**config.mk**
```make
export PLATFORM = sky130hd
export DESIGN_NAME = seconds_to_calendar_date
export DESIGN_NICKNAME = d
export VERILOG_FILES = /design/src/stcd_pkg.sv /design/src/stcd_datapath.sv /design/src/stcd_ctrl.sv /design/src/seconds_to_calendar_date.sv
export SDC_FILE = /design/constraint.sdc
export NUM_CORES = 2
export LEC_CHECK = 0
export BUFFER_PORTS_ARGS = -buffer_cell sky130_fd_sc_hd__buf_2
export CELL_PAD_IN_SITES_DETAIL_PLACEMENT = 0
export CELL_PAD_IN_SITES_GLOBAL_PLACEMENT = 1
export CORE_AREA = 3 3 294 296
export DETAILED_ROUTE_END_ITERATION = 16
export DIE_AREA = 0 0 297 299
export GPL_TIMING_DRIVEN = 0
export PLACE_DENSITY_LB_ADDON = 0.1
export SETUP_SLACK_MARGIN = 0.3
export SLEW_MARGIN = 25
export SYNTH_ARGS = -nofsm -noshare
export SYNTH_HDL_FRONTEND = slang
export SYNTH_SLANG_ARGS = --single-unit
```
**constraint.sdc**
```tcl
create_clock -name i_clk -period 9.5 [get_ports i_clk]
set_clock_uncertainty 0.2 [all_clocks]
set_input_delay 0.475 -clock i_clk [delete_from_list [all_inputs] [get_ports i_clk]]
set_output_delay 0.475 -clock i_clk [all_outputs]
set_load 0.01 [all_outputs]
```
**src/stcd_pkg.sv**
```systemverilog
`default_nettype none
// ----------------------------------------------------------------------------
// stcd_pkg
// Shared widths, constants, command/status types and the month length table
// for the seconds-to-calendar-date converter.
// ----------------------------------------------------------------------------
package stcd_pkg;

    // Field and datapath widths
    localparam int unsigned SECS_W    = 39;  // input seconds
    localparam int unsigned REM_W     = 19;  // division remainder before correction
    localparam int unsigned DAY_W     = 18;  // day index inside a 400-year block
    localparam int unsigned YEAR_W    = 15;  // internal year, up to 17599
    localparam int unsigned QBLK_W    = 6;   // count of whole 400-year blocks
    localparam int unsigned OYEAR_W   = 14;
    localparam int unsigned OMONTH_W  = 4;
    localparam int unsigned ODAY_W    = 5;
    localparam int unsigned MAXY_W    = 16;  // range of the year limit

    // Reciprocal division: 86400 = 128 * 675, so drop 7 bits then divide by 675
    localparam int unsigned DAY_SHIFT   = 7;
    localparam int unsigned DVD_W       = SECS_W - DAY_SHIFT;  // 32-bit dividend
    localparam int unsigned QUO_W       = 23;                  // day ordinal
    localparam int unsigned RECIP_W     = 23;
    localparam int unsigned RECIP_SHIFT = 32;

    // Divisors
    localparam logic [REM_W-1:0] SECS_PER_DAY     = 19'd86400;
    localparam logic [REM_W-1:0] DAYS_PER_400Y    = 19'd146097;
    localparam logic [REM_W-1:0] SECS_PER_DAY_ODD = SECS_PER_DAY >> DAY_SHIFT;

    // Truncated reciprocals; the estimate is never high and at most one low
    localparam logic [RECIP_W-1:0] RECIP_DAY =
        RECIP_W'((64'd1 << RECIP_SHIFT) / 64'(SECS_PER_DAY_ODD));
    localparam logic [RECIP_W-1:0] RECIP_BLK =
        RECIP_W'((64'd1 << RECIP_SHIFT) / 64'(DAYS_PER_400Y));

    // Calendar constants
    localparam logic [8:0] DAYS_COMMON_YEAR = 9'd365;
    localparam logic [8:0] DAYS_LEAP_YEAR   = 9'd366;
    localparam logic [8:0] YEARS_PER_BLOCK  = 9'd400;
    localparam logic [6:0] YEARS_PER_CENT   = 7'd100;
    localparam logic [8:0] YEARS_PER_QUAD_C = 9'd400;

    // Month numbers
    localparam logic [OMONTH_W-1:0] MON_JAN = 4'd1;
    localparam logic [OMONTH_W-1:0] MON_FEB = 4'd2;
    localparam logic [OMONTH_W-1:0] MON_APR = 4'd4;
    localparam logic [OMONTH_W-1:0] MON_JUN = 4'd6;
    localparam logic [OMONTH_W-1:0] MON_SEP = 4'd9;
    localparam logic [OMONTH_W-1:0] MON_NOV = 4'd11;
    localparam logic [OMONTH_W-1:0] MON_DEC = 4'd12;

    localparam logic [ODAY_W-1:0] DAY_LAST = 5'd31;

    localparam int unsigned DEF_MAX_YEAR = 9999;

    // Controller to datapath
    typedef struct packed {
        logic load_in;     // capture seconds
        logic div_est;     // quotient estimate by reciprocal multiplication
        logic div_rem;     // remainder of the estimate
        logic div_fix;     // raise the quotient by one when the remainder fits
        logic div_blk;     // divide by 400-year block length, else by day length
        logic load_ord;    // form the zero-based day index
        logic year_init;   // set year and day index from division results
        logic year_step;   // remove one year
        logic month_step;  // remove one month
        logic out_load;    // place the result in the output register
    } t_cmd;

    // Datapath to controller
    typedef struct packed {
        logic year_done;
        logic month_done;
        logic out_free;
    } t_sts;

    // Days in a month
    function automatic logic [ODAY_W-1:0] month_len(input logic [OMONTH_W-1:0] m,
                                                    input logic leap);
        logic [ODAY_W-1:0] len;
        unique case (m)
            MON_FEB: len = leap ? 5'd29 : 5'd28;
            MON_APR, MON_JUN, MON_SEP, MON_NOV: len = 5'd30;
            default: len = 5'd31;
        endcase
        return len;
    endfunction

endpackage
`default_nettype wire

```
**src/stcd_datapath.sv**
```systemverilog
`default_nettype none
// ----------------------------------------------------------------------------
// stcd_datapath
// Shared reciprocal divider, year and month subtraction registers and the
// output register of the converter.
// ----------------------------------------------------------------------------
module stcd_datapath #(
    parameter int unsigned MAX_YEAR = stcd_pkg::DEF_MAX_YEAR
) (
    input  wire                              i_clk,
    input  wire                              i_rst_n,
    input  stcd_pkg::t_cmd                   i_cmd,
    output stcd_pkg::t_sts                   o_sts,
    input  wire  [stcd_pkg::SECS_W-1:0]      i_time_seconds,
    output logic                             o_out_valid,
    input  wire                              i_out_ready,
    output logic [stcd_pkg::OYEAR_W-1:0]     o_year,
    output logic [stcd_pkg::OMONTH_W-1:0]    o_month,
    output logic [stcd_pkg::ODAY_W-1:0]      o_day,
    output logic                             o_year_overflow
);
    import stcd_pkg::*;

    localparam logic [MAXY_W-1:0] MaxYear = MAXY_W'(MAX_YEAR);

    logic [DVD_W-1:0]    r_x;
    logic [QUO_W-1:0]    r_o;
    logic [QUO_W-1:0]    r_q;
    logic [REM_W-1:0]    r_rem;
    logic [YEAR_W-1:0]   r_year;
    logic [6:0]          r_mod100;
    logic [8:0]          r_mod400;
    logic [DAY_W-1:0]    r_d;
    logic [OMONTH_W-1:0] r_month;
    logic                r_out_valid;

    logic [DVD_W-1:0]         mul_a;
    logic [RECIP_W-1:0]       mul_b;
    logic [DVD_W+RECIP_W-1:0] est_prod;
    logic [REM_W-1:0]         divisor;
    logic [2*REM_W-1:0]       back_prod;
    logic [REM_W-1:0]         dvd_lo;
    logic                     fits;
    logic [QUO_W-1:0]         ord_adj;
    logic                     leap;
    logic [8:0]               year_len;
    logic [ODAY_W-1:0]        mon_len;
    logic                     overflow;
    logic [ODAY_W-1:0]        day_out;

    // Quotient estimate: dividend times truncated reciprocal, upper bits
    assign mul_a    = i_cmd.div_blk ? DVD_W'(r_o) : r_x;
    assign mul_b    = i_cmd.div_blk ? RECIP_BLK : RECIP_DAY;
    assign est_prod = mul_a * mul_b;

    // Remainder of the estimate; it is small, so the low bits suffice
    assign divisor   = i_cmd.div_blk ? DAYS_PER_400Y : SECS_PER_DAY_ODD;
    assign back_prod = r_q[REM_W-1:0] * divisor;
    assign dvd_lo    = i_cmd.div_blk ? r_o[REM_W-1:0] : r_x[REM_W-1:0];
    assign fits      = (r_rem >= divisor);

    // Zero-based day index, day zero folded onto day one
    assign ord_adj = (r_q == '0) ? '0 : r_q - QUO_W'(1);

    // Leap rule from the year and its running residues
    assign leap     = ((r_year[1:0] == 2'd0) && (r_mod100 != 7'd0)) || (r_mod400 == 9'd0);
    assign year_len = leap ? DAYS_LEAP_YEAR : DAYS_COMMON_YEAR;
    assign mon_len  = month_len(r_month, leap);

    assign overflow = ({1'b0, r_year} > MaxYear);
    assign day_out  = r_d[ODAY_W-1:0] + ODAY_W'(1);

    // Status to controller
    always_comb begin
        o_sts.year_done  = (r_d < DAY_W'(year_len));
        o_sts.month_done = (r_d < DAY_W'(mon_len)) || (r_month >= MON_DEC);
        o_sts.out_free   = !r_out_valid || i_out_ready;
    end

    // Capture seconds, whole multiples of 128 only
    always_ff @(posedge i_clk) begin
        if (i_cmd.load_in) begin
            r_x <= i_time_seconds[SECS_W-1:DAY_SHIFT];
        end
    end

    // Quotient and remainder: estimate, remainder, one correction
    always_ff @(posedge i_clk) begin
        if (i_cmd.div_est) begin
            r_q <= est_prod[DVD_W+RECIP_W-1:RECIP_SHIFT];
        end else if (i_cmd.div_rem) begin
            r_rem <= dvd_lo - back_prod[REM_W-1:0];
        end else if (i_cmd.div_fix && fits) begin
            r_q   <= r_q + QUO_W'(1);
            r_rem <= r_rem - divisor;
        end
    end

    // Hold the zero-based day index for the block division
    always_ff @(posedge i_clk) begin
        if (i_cmd.load_ord) begin
            r_o <= ord_adj;
        end
    end

    // Year and month subtraction
    always_ff @(posedge i_clk) begin
        if (i_cmd.year_init) begin
            r_year   <= YEAR_W'(r_q[QBLK_W-1:0]) * YEAR_W'(YEARS_PER_BLOCK);
            r_mod100 <= '0;
            r_mod400 <= '0;
            r_d      <= r_rem[DAY_W-1:0];
            r_month  <= MON_JAN;
        end else if (i_cmd.year_step) begin
            r_year   <= r_year + YEAR_W'(1);
            r_mod100 <= (r_mod100 == YEARS_PER_CENT - 7'd1) ? 7'd0 : r_mod100 + 7'd1;
            r_mod400 <= (r_mod400 == YEARS_PER_QUAD_C - 9'd1) ? 9'd0 : r_mod400 + 9'd1;
            r_d      <= r_d - DAY_W'(year_len);
        end else if (i_cmd.month_step) begin
            r_d     <= r_d - DAY_W'(mon_len);
            r_month <= r_month + OMONTH_W'(1);
        end
    end

    // Output word valid flag
    always_ff @(posedge i_clk) begin
        if (!i_rst_n) begin
            r_out_valid <= 1'b0;
        end else if (i_cmd.out_load) begin
            r_out_valid <= 1'b1;
        end else if (i_out_ready) begin
            r_out_valid <= 1'b0;
        end
    end

    // Output word payload, saturated on overflow
    always_ff @(posedge i_clk) begin
        if (i_cmd.out_load) begin
            o_year_overflow <= overflow;
            o_year          <= overflow ? MaxYear[OYEAR_W-1:0] : r_year[OYEAR_W-1:0];
            o_month         <= overflow ? MON_DEC : r_month;
            o_day           <= overflow ? DAY_LAST : day_out;
        end
    end

    assign o_out_valid = r_out_valid;

endmodule
`default_nettype wire

```
**src/stcd_ctrl.sv**
```systemverilog
`default_nettype none
// ----------------------------------------------------------------------------
// stcd_ctrl
// Sequencer for the converter: two divisions, year loop, month loop and
// hand-off to the output register.
// ----------------------------------------------------------------------------
module stcd_ctrl (
    input  wire             i_clk,
    input  wire             i_rst_n,
    input  wire             i_in_valid,
    output logic            o_in_ready,
    input  stcd_pkg::t_sts  i_sts,
    output stcd_pkg::t_cmd  o_cmd
);
    import stcd_pkg::*;

    localparam logic [3:0] ST_IDLE    = 4'd0;
    localparam logic [3:0] ST_DAY_EST = 4'd1;
    localparam logic [3:0] ST_DAY_REM = 4'd2;
    localparam logic [3:0] ST_DAY_FIX = 4'd3;
    localparam logic [3:0] ST_ORD     = 4'd4;
    localparam logic [3:0] ST_BLK_EST = 4'd5;
    localparam logic [3:0] ST_BLK_REM = 4'd6;
    localparam logic [3:0] ST_BLK_FIX = 4'd7;
    localparam logic [3:0] ST_YINIT   = 4'd8;
    localparam logic [3:0] ST_YEAR    = 4'd9;
    localparam logic [3:0] ST_MONTH   = 4'd10;
    localparam logic [3:0] ST_FIN     = 4'd11;

    logic [3:0] r_state;
    logic [3:0] n_state;

    assign o_in_ready = (r_state == ST_IDLE);

    // Next state and commands
    always_comb begin
        n_state = r_state;
        o_cmd   = '0;
        unique case (r_state)
            ST_IDLE: begin
                if (i_in_valid) begin
                    o_cmd.load_in = 1'b1;
                    n_state       = ST_DAY_EST;
                end
            end
            ST_DAY_EST: begin
                o_cmd.div_est = 1'b1;
                n_state       = ST_DAY_REM;
            end
            ST_DAY_REM: begin
                o_cmd.div_rem = 1'b1;
                n_state       = ST_DAY_FIX;
            end
            ST_DAY_FIX: begin
                o_cmd.div_fix = 1'b1;
                n_state       = ST_ORD;
            end
            ST_ORD: begin
                o_cmd.load_ord = 1'b1;
                n_state        = ST_BLK_EST;
            end
            ST_BLK_EST: begin
                o_cmd.div_est = 1'b1;
                o_cmd.div_blk = 1'b1;
                n_state       = ST_BLK_REM;
            end
            ST_BLK_REM: begin
                o_cmd.div_rem = 1'b1;
                o_cmd.div_blk = 1'b1;
                n_state       = ST_BLK_FIX;
            end
            ST_BLK_FIX: begin
                o_cmd.div_fix = 1'b1;
                o_cmd.div_blk = 1'b1;
                n_state       = ST_YINIT;
            end
            ST_YINIT: begin
                o_cmd.year_init = 1'b1;
                n_state         = ST_YEAR;
            end
            ST_YEAR: begin
                if (i_sts.year_done) begin
                    n_state = ST_MONTH;
                end else begin
                    o_cmd.year_step = 1'b1;
                end
            end
            ST_MONTH: begin
                if (i_sts.month_done) begin
                    n_state = ST_FIN;
                end else begin
                    o_cmd.month_step = 1'b1;
                end
            end
            ST_FIN: begin
                if (i_sts.out_free) begin
                    o_cmd.out_load = 1'b1;
                    n_state        = ST_IDLE;
                end
            end
            default: n_state = ST_IDLE;
        endcase
    end

    // State register
    always_ff @(posedge i_clk) begin
        if (!i_rst_n) begin
            r_state <= ST_IDLE;
        end else begin
            r_state <= n_state;
        end
    end

endmodule
`default_nettype wire

```
**src/seconds_to_calendar_date.sv**
```systemverilog
`default_nettype none
// ----------------------------------------------------------------------------
// seconds_to_calendar_date
// Converts seconds since the start of year 0 to a proleptic Gregorian date.
// ----------------------------------------------------------------------------
// Input channel (i_in_valid / o_in_ready) takes one word of seconds; output
// channel (o_out_valid / i_out_ready) gives year, month, day and an overflow
// flag. One result word per input word, in order.
// Steps: accept, divide by the day length (reciprocal estimate, remainder,
// one correction), form the day index, divide by the 400-year block length
// the same way, set up, remove whole years inside the block one at a time
// (0 to 399), remove whole months one at a time (0 to 11), check each
// loop's end and load the output register. The year loop of the shared
// subtractor accounts for most of the variation in conversion time.
// One word is worked on at a time; the next is accepted once the result has
// moved to the output register, so the output may hold a word while the next
// conversion runs. If the receiver stalls with a word still held, the
// finished result waits inside until the output register is free.
// Reset (synchronous, active low) returns to idle and empties the output.
// ----------------------------------------------------------------------------
module seconds_to_calendar_date #(
    parameter int unsigned MAX_YEAR = stcd_pkg::DEF_MAX_YEAR
) (
    input  wire                              i_clk,
    input  wire                              i_rst_n,
    input  wire                              i_in_valid,
    output logic                             o_in_ready,
    input  wire  [stcd_pkg::SECS_W-1:0]      i_time_seconds,
    output logic                             o_out_valid,
    input  wire                              i_out_ready,
    output logic [stcd_pkg::OYEAR_W-1:0]     o_year,
    output logic [stcd_pkg::OMONTH_W-1:0]    o_month,
    output logic [stcd_pkg::ODAY_W-1:0]      o_day,
    output logic                             o_year_overflow
);
    import stcd_pkg::*;

    t_cmd cmd;
    t_sts sts;

    // Sequencer
    stcd_ctrl u_ctrl (
        .i_clk      (i_clk),
        .i_rst_n    (i_rst_n),
        .i_in_valid (i_in_valid),
        .o_in_ready (o_in_ready),
        .i_sts      (sts),
        .o_cmd      (cmd)
    );

    // Arithmetic and output register
    stcd_datapath #(
        .MAX_YEAR (MAX_YEAR)
    ) u_datapath (
        .i_clk           (i_clk),
        .i_rst_n         (i_rst_n),
        .i_cmd           (cmd),
        .o_sts           (sts),
        .i_time_seconds  (i_time_seconds),
        .o_out_valid     (o_out_valid),
        .i_out_ready     (i_out_ready),
        .o_year          (o_year),
        .o_month         (o_month),
        .o_day           (o_day),
        .o_year_overflow (o_year_overflow)
    );

endmodule
`default_nettype wire
```
### Yosys cells after proc, flatten, opt, wreduce, memory -nomap -nowiden

Index checks and enable logic that the tools add are counted.
W data, S select, Z words.

* divide/modulo/power cells: 0
* $add $sub $neg: 11
* shifts and indexed selects: 0
* bitwise operators: 2
* $mul: 3
* mux-type cells: 40
* magnitude comparators: 5
* reduce and logical (&&, ||, !) cells: 25
* equality and inequality tests: 23

Operators with widths (count)
* $mux W23: 4
* $mux W18: 4
* $mux W19: 3
* $mul A32 B23 Y55: 1
* $pmux W4 S12: 1
* $sub A19 B19 Y19: 2
* $mux W32: 1
* $mux W15: 2
* $eq A4 B3 Y1 const B: 6
* $eq A4 B4 Y1 const B: 6
* $add A23 B1 Y23 const B: 1
* $logic_not A23 Y1: 1
* $sub A23 B1 Y23 const B: 1
* $ge A19 B19 Y1: 1
* $mul A19 B19 Y19: 1
* $lt A18 B5 Y1: 1
* $lt A18 B9 Y1: 1
* $sub A18 B5 Y18: 1
* $sub A18 B9 Y18: 1
* $mux W1: 17
* $mux W4: 4
* $add A15 B1 Y15 const B: 1
* $gt A15 B14 Y1 const B: 1
* $eq A4 B2 Y1 const B: 3
* 30 further kinds: 44

* word-level logic and storage cells: 125
* register bits: 179
* memories: 0
* bits in writable memories: 0
* output and inout bits: 26
* memory bits (read-only): 0
* latch bits: 0
* input port bits: 43

### Logic depth before layout (Yosys ltp)

* word-level depth: 12
* depth in mapped cells: 34
* depth with buffers taken out: 30

### Hierarchy

Synthesis repeated with hierarchy kept, for this count alone.

* cells, all modules: 3038
* area total of the unflattened synthesis: 29246.8 µm²

Modules (own cells, without submodules)
* stcd_datapath: area an instance 28907.7 µm², cells an instance 2992, seq. area each 5004.8 µm², times used 1
* stcd_ctrl: area an instance 339.1 µm², cells an instance 46, seq. area each 80.1 µm², times used 1

### Worst setup path before layout

Ideal clock, no wire load.

* kind: flip-flop to flip-flop
* start: reg u_ctrl.r_state[0]
* end: reg u_datapath.r_q[20], data pin
* library setup time: 271 ps
* clock period less this slack: 8480 ps
* data required time: 9029 ps
* arrival: 8009 ps
* buffers on the path: 5
* cell stages (with the launch flop): 33
* setup slack: 1020 ps
* path through: dfxtp_1 buf_6 or2_0 clkbuf_1 and2_1 buf_2 inv_2 clkbuf_1 buf_1 nand2_1 fa_1 inv_1 fa_1 inv_1 fa_1 inv_1 fa_1 fa_1 fa_1 inv_1 fa_1 inv_1 ha_1 a21oi_1 o21ai_0 a2111oi_0 o31a_1 o31ai_1 a21o_1 a31oi_2 o211ai_1 a2111oi_0 nor3_1

* word-level cells in the longest chain between the ends: 6
* elaborated cells on any way between the ends: 12
* classes of those cells: 1 x mul; 4 x eq/ne; 5 x mux; 2 x reduce/logical

Ends and longest elaborated chain
* start, declared: line stcd_ctrl.sv:30 `logic [3:0] r_state;`
* start signal, assigned: line stcd_ctrl.sv:110 `r_state <= n_state;`
* $eq A4 B3 Y1: line stcd_ctrl.sv:39 `unique case (r_state)`
* $reduce_or A3 Y1 (no line)
* $mux W1: line stcd_ctrl.sv:39
* $mux W32 or $mux W23 (tied branches): line stcd_datapath.sv:52, stcd_datapath.sv:53
* $mul A32 B23 Y55: line stcd_datapath.sv:54 `assign est_prod = mul_a * mul_b;`
* $mux W23 (*): line stcd_datapath.sv:89 `if (i_cmd.div_est) begin`
* end signal, assigned: line stcd_datapath.sv:90 `r_q <= est_prod[DVD_W+RECIP_W-1:RECIP_SHIFT];`
* end signal, assigned: line stcd_datapath.sv:94 `r_q <= r_q + QUO_W'(1);`
* end, declared: line stcd_datapath.sv:28 `logic [QUO_W-1:0] r_q;`

Every way passes the cells marked *; elsewhere a longest branch is shown, timed or not.
A chain may end at the register's enable or synchronous reset.

### Worst setup path after layout

Ends and elaborated chain as after synthesis.

==> impl_metrics.env <==
export IMPL_run_status="finished clean"
export IMPL_dp_cells=4280
export IMPL_worstSetupEndpointType="flip-flop"
export IMPL_yosysSeqAreaShare=0.174
export IMPL_synth_top_area_share=0.298
export IMPL_die_w_microns=297
export IMPL_final_max_slew_viol_count=0
export IMPL_clkTransAtPathRegs_ns=0.08
export IMPL_cts_buffer_depth=2
export IMPL_cp_depth=32
export IMPL_final_layout_size_suffix_gt1_frac=0.0682
export IMPL_synthFlopType="edfxtp_1"
export IMPL_synth_edf_count=150
export IMPL_fill_cells=8590
export IMPL_cp_startpoint="u_ctrl.r_state[0]"
export IMPL_grt_pass1_vias=21900
export IMPL_synthCells=3004
export IMPL_drt_pass1_iterations=5
export IMPL_reg2reg_depth=32
export IMPL_hold_ws_ns=0.0480
export IMPL_cp_data_required_time_ns=9.55
export IMPL_critPathArrivalTime_ns=8.92
export IMPL_antenna_cells=0
export IMPL_pin_count=69
export IMPL_worst_slack_ns=0.630
export IMPL_syn_area_sq_um=29300
export IMPL_final_cell_mix="714 x inv_1, 478 x ha_1, 434 x fa_1"
export IMPL_worst_path_buf_inv=10
export IMPL_dp_hpwl_microns=72100
export IMPL_avgViaCountPerCell=4.62
export IMPL_crit_type="reg -> reg"
export IMPL_area_delta_synth_final_pct=12.0
export IMPL_start_kind="flip-flop"
export IMPL_synth_area_leaders="fa_1 30%, ha_1 20%, edfxtp_1 15%, inv_1 9.3%, xnor2_1 3.9%"
export IMPL_wl_per_cell_microns=19.2
export IMPL_reg2reg_to="u_datapath.r_q[20]"
export IMPL_crit_family="adder cells"
export IMPL_gp_congestion=0.845
export IMPL_fin_crit_ns=8.87
export IMPL_antenna_found_initial=0
export IMPL_cpPeakStageDelay_ns=0.61
export IMPL_grt_ovfl_total=0
export IMPL_fmax_mhz=113
export IMPL_clock_root_buffer="clkbuf_16"
export IMPL_finalCritPeriodShare=0.934
export IMPL_synth_seq_cells=179
export IMPL_rr_startpoint="u_ctrl.r_state[0]"
export IMPL_max_cap_violations=0
export IMPL_clk_latency_ns=0.52
export IMPL_synth_cell_types=76
export IMPL_rows=106
export IMPL_htreeDepth=4
export IMPL_grt_max_degree=33
export IMPL_synth_top_area_cell="fa_1"
export IMPL_rsz0062_at_grt="yes"
export IMPL_avgSynthCellArea_sq_um=9.74
export IMPL_maxSlewHeadroom=0.420
export IMPL_cts_buffers=17
export IMPL_crit_path_top_delay_cell="fa_1"
export IMPL_final_antenna_net_count=0
export IMPL_yosys_warnings=0
export IMPL_ys_async_sr_fraction=0
export IMPL_dpl_worst_slack_ns=-2.33
export IMPL_vias=20200
export IMPL_finalInstanceArea_sq_um=32800
export IMPL_grt_use_total=0.195
export IMPL_worst_pin_slew_ns=0.859
export IMPL_die_y_microns=299
export IMPL_drtIter0Drc=916
export IMPL_final_hold_viol_count=0
export IMPL_critPathCapture="u_datapath.r_q[20]"
export IMPL_grt_pass1_wl_microns=131000
export IMPL_mostFrequentLayoutCell="inv_1"
export IMPL_reg2reg_slack_ns=0.63
export IMPL_cp_max_fo=10
export IMPL_postPlaceCellArea_sq_um=31400
export IMPL_start_util=0.349
export IMPL_cpMostUsedCell="fa_1"
export IMPL_totalWireLength_microns=83700
export IMPL_setup_viol=0
export IMPL_fp_dieArea_sq_um=88800
export IMPL_nets=4169
export IMPL_core_sq_um=83800
export IMPL_cts_tree="built"
export IMPL_drcViolationCount=0
export IMPL_min_path_type="in -> reg"
export IMPL_cts_sinks=179
export IMPL_layout_cells_non_filler=4360
export IMPL_io_buffers=61
==> stage by stage <==
step / TNS (ns) / utilization
2_1_floorplan: 0 / -
3_3_place_gp: -41.11 / 0.373
3_5_place_dp: -41.36 / 0.374
4_1_cts: 0 / 0.389
5_1_grt: 0 / 0.391
6_report: 0 / 0.391
==> flip-flops by register name, summed over array words and instances (netlist names), 4 cells and up <==
name / count
u_datapath.o_year: 14
u_datapath.r_rem: 19
u_ctrl.r_state: 4
u_datapath.r_x: 32
u_datapath.r_month: 4
u_datapath.r_mod400: 9
u_datapath.r_q: 23
u_datapath.o_month: 4
u_datapath.r_o: 23
u_datapath.r_d: 18
u_datapath.o_day: 5
u_datapath.r_year: 15
u_datapath.r_mod100: 7
==> routing by layer <==
layer / GRT usage / vias up / wire [microns]
li1: - / 9810 / -
met1: 0.273 / 10100 / 40800
met2: 0.326 / 212 / 39600
met3: 0.0211 / 52 / 1810
met4: 0.0439 / 0 / 1540
met5: 0 / - / 0
==> cell usage after synthesis, types with 6 or more instances <==
cell type / count
nand2b_1: 31
a211o_1: 6
fa_1: 435
xnor2_1: 130
buf_1: 10
a211oi_1: 6
dfxtp_1: 29
clkbuf_1: 53
nor2_1: 152
o21bai_1: 6
o21ai_0: 77
and3_1: 33
o211ai_1: 6
o21a_1: 11
inv_1: 726
nand4_1: 19
o22ai_1: 11
and2_1: 20
a31oi_1: 11
a21o_1: 22
or3_1: 10
edfxtp_1: 150
nor2b_1: 11
nor3b_1: 7
nor4_1: 11
or2_2: 9
a21oi_1: 84
o31ai_1: 10
ha_1: 478
nor3_1: 25
nand3_1: 37
nand2_1: 243
xor2_1: 56
==> how the worst min path moves through the flow <==
| stage | start | end | depth (start not counted) |
|---|---|---|---|
| after floorplan | u_datapath.r_mod100[0] | u_datapath.r_mod100[0] | 2 |
| after global placement | u_datapath.r_mod100[0] | u_datapath.r_mod100[0] | 2 |
| after detailed placement | u_datapath.r_mod100[6] | u_datapath.r_mod100[6] | 2 |
| after CTS | i_rst_n | u_ctrl.r_state[1] | 2 |
| after global routing | i_rst_n | u_ctrl.r_state[1] | 2 |
| final | i_rst_n | u_ctrl.r_state[1] | 2 |
==> worst register-to-register path: cells and delay by family, from the launching register on <==
kind | cells | cell delay (ns)
adders and majority gates | 8 | 4.02
AOI/OAI and AO/OA | 9 | 1.87
buffers and inverters | 10 | 1.41
and+or+nand+nor | 5 | 0.81
DFF | 1 | 0.31
==> what timing repair did <==
item	4_1_cts	5_1_grt
gates resized for setup	74	38
endpoints found under the hold margin	32	0
buffers inserted	11	5
setup endpoints to repair	23	10
hold buffers	32	0
pin swaps	3	2
==> logic make-up (layout without fill, tap and decap cells) <==
| family | count (synthesis) | count (layout) | share of synthesized area |
|---|---|---|---|
| compound gates | 283 | 283 | 0.0604 |
| buf+inv | 800 | 947 | 0.104 |
| other cells | 2 | 77 | 0.000257 |
| mux | 7 | 7 | 0.00248 |
| fa+ha+maj | 913 | 913 | 0.502 |
| simple gates | 634 | 634 | 0.102 |
| flops | 179 | 179 | 0.174 |
| xor+xnor | 186 | 186 | 0.0557 |
==> cell type report <==
type	instances	area [sq um]	share of cell area
multi-input cells	2100	21700	0.662
flip-flops and latches	179	5080	0.155
inverters	727	2770	0.0845
well taps	1134	1420	0.0433
repair buffers	115	813	0.0248
clock buffers	19	454	0.0138
plain buffers	73	367	0.0112
clock inverters	13	160	0.00488
Power is not shown: default switching activity piles up to over one toggle a cycle in this logic, so the estimate is an artifact.
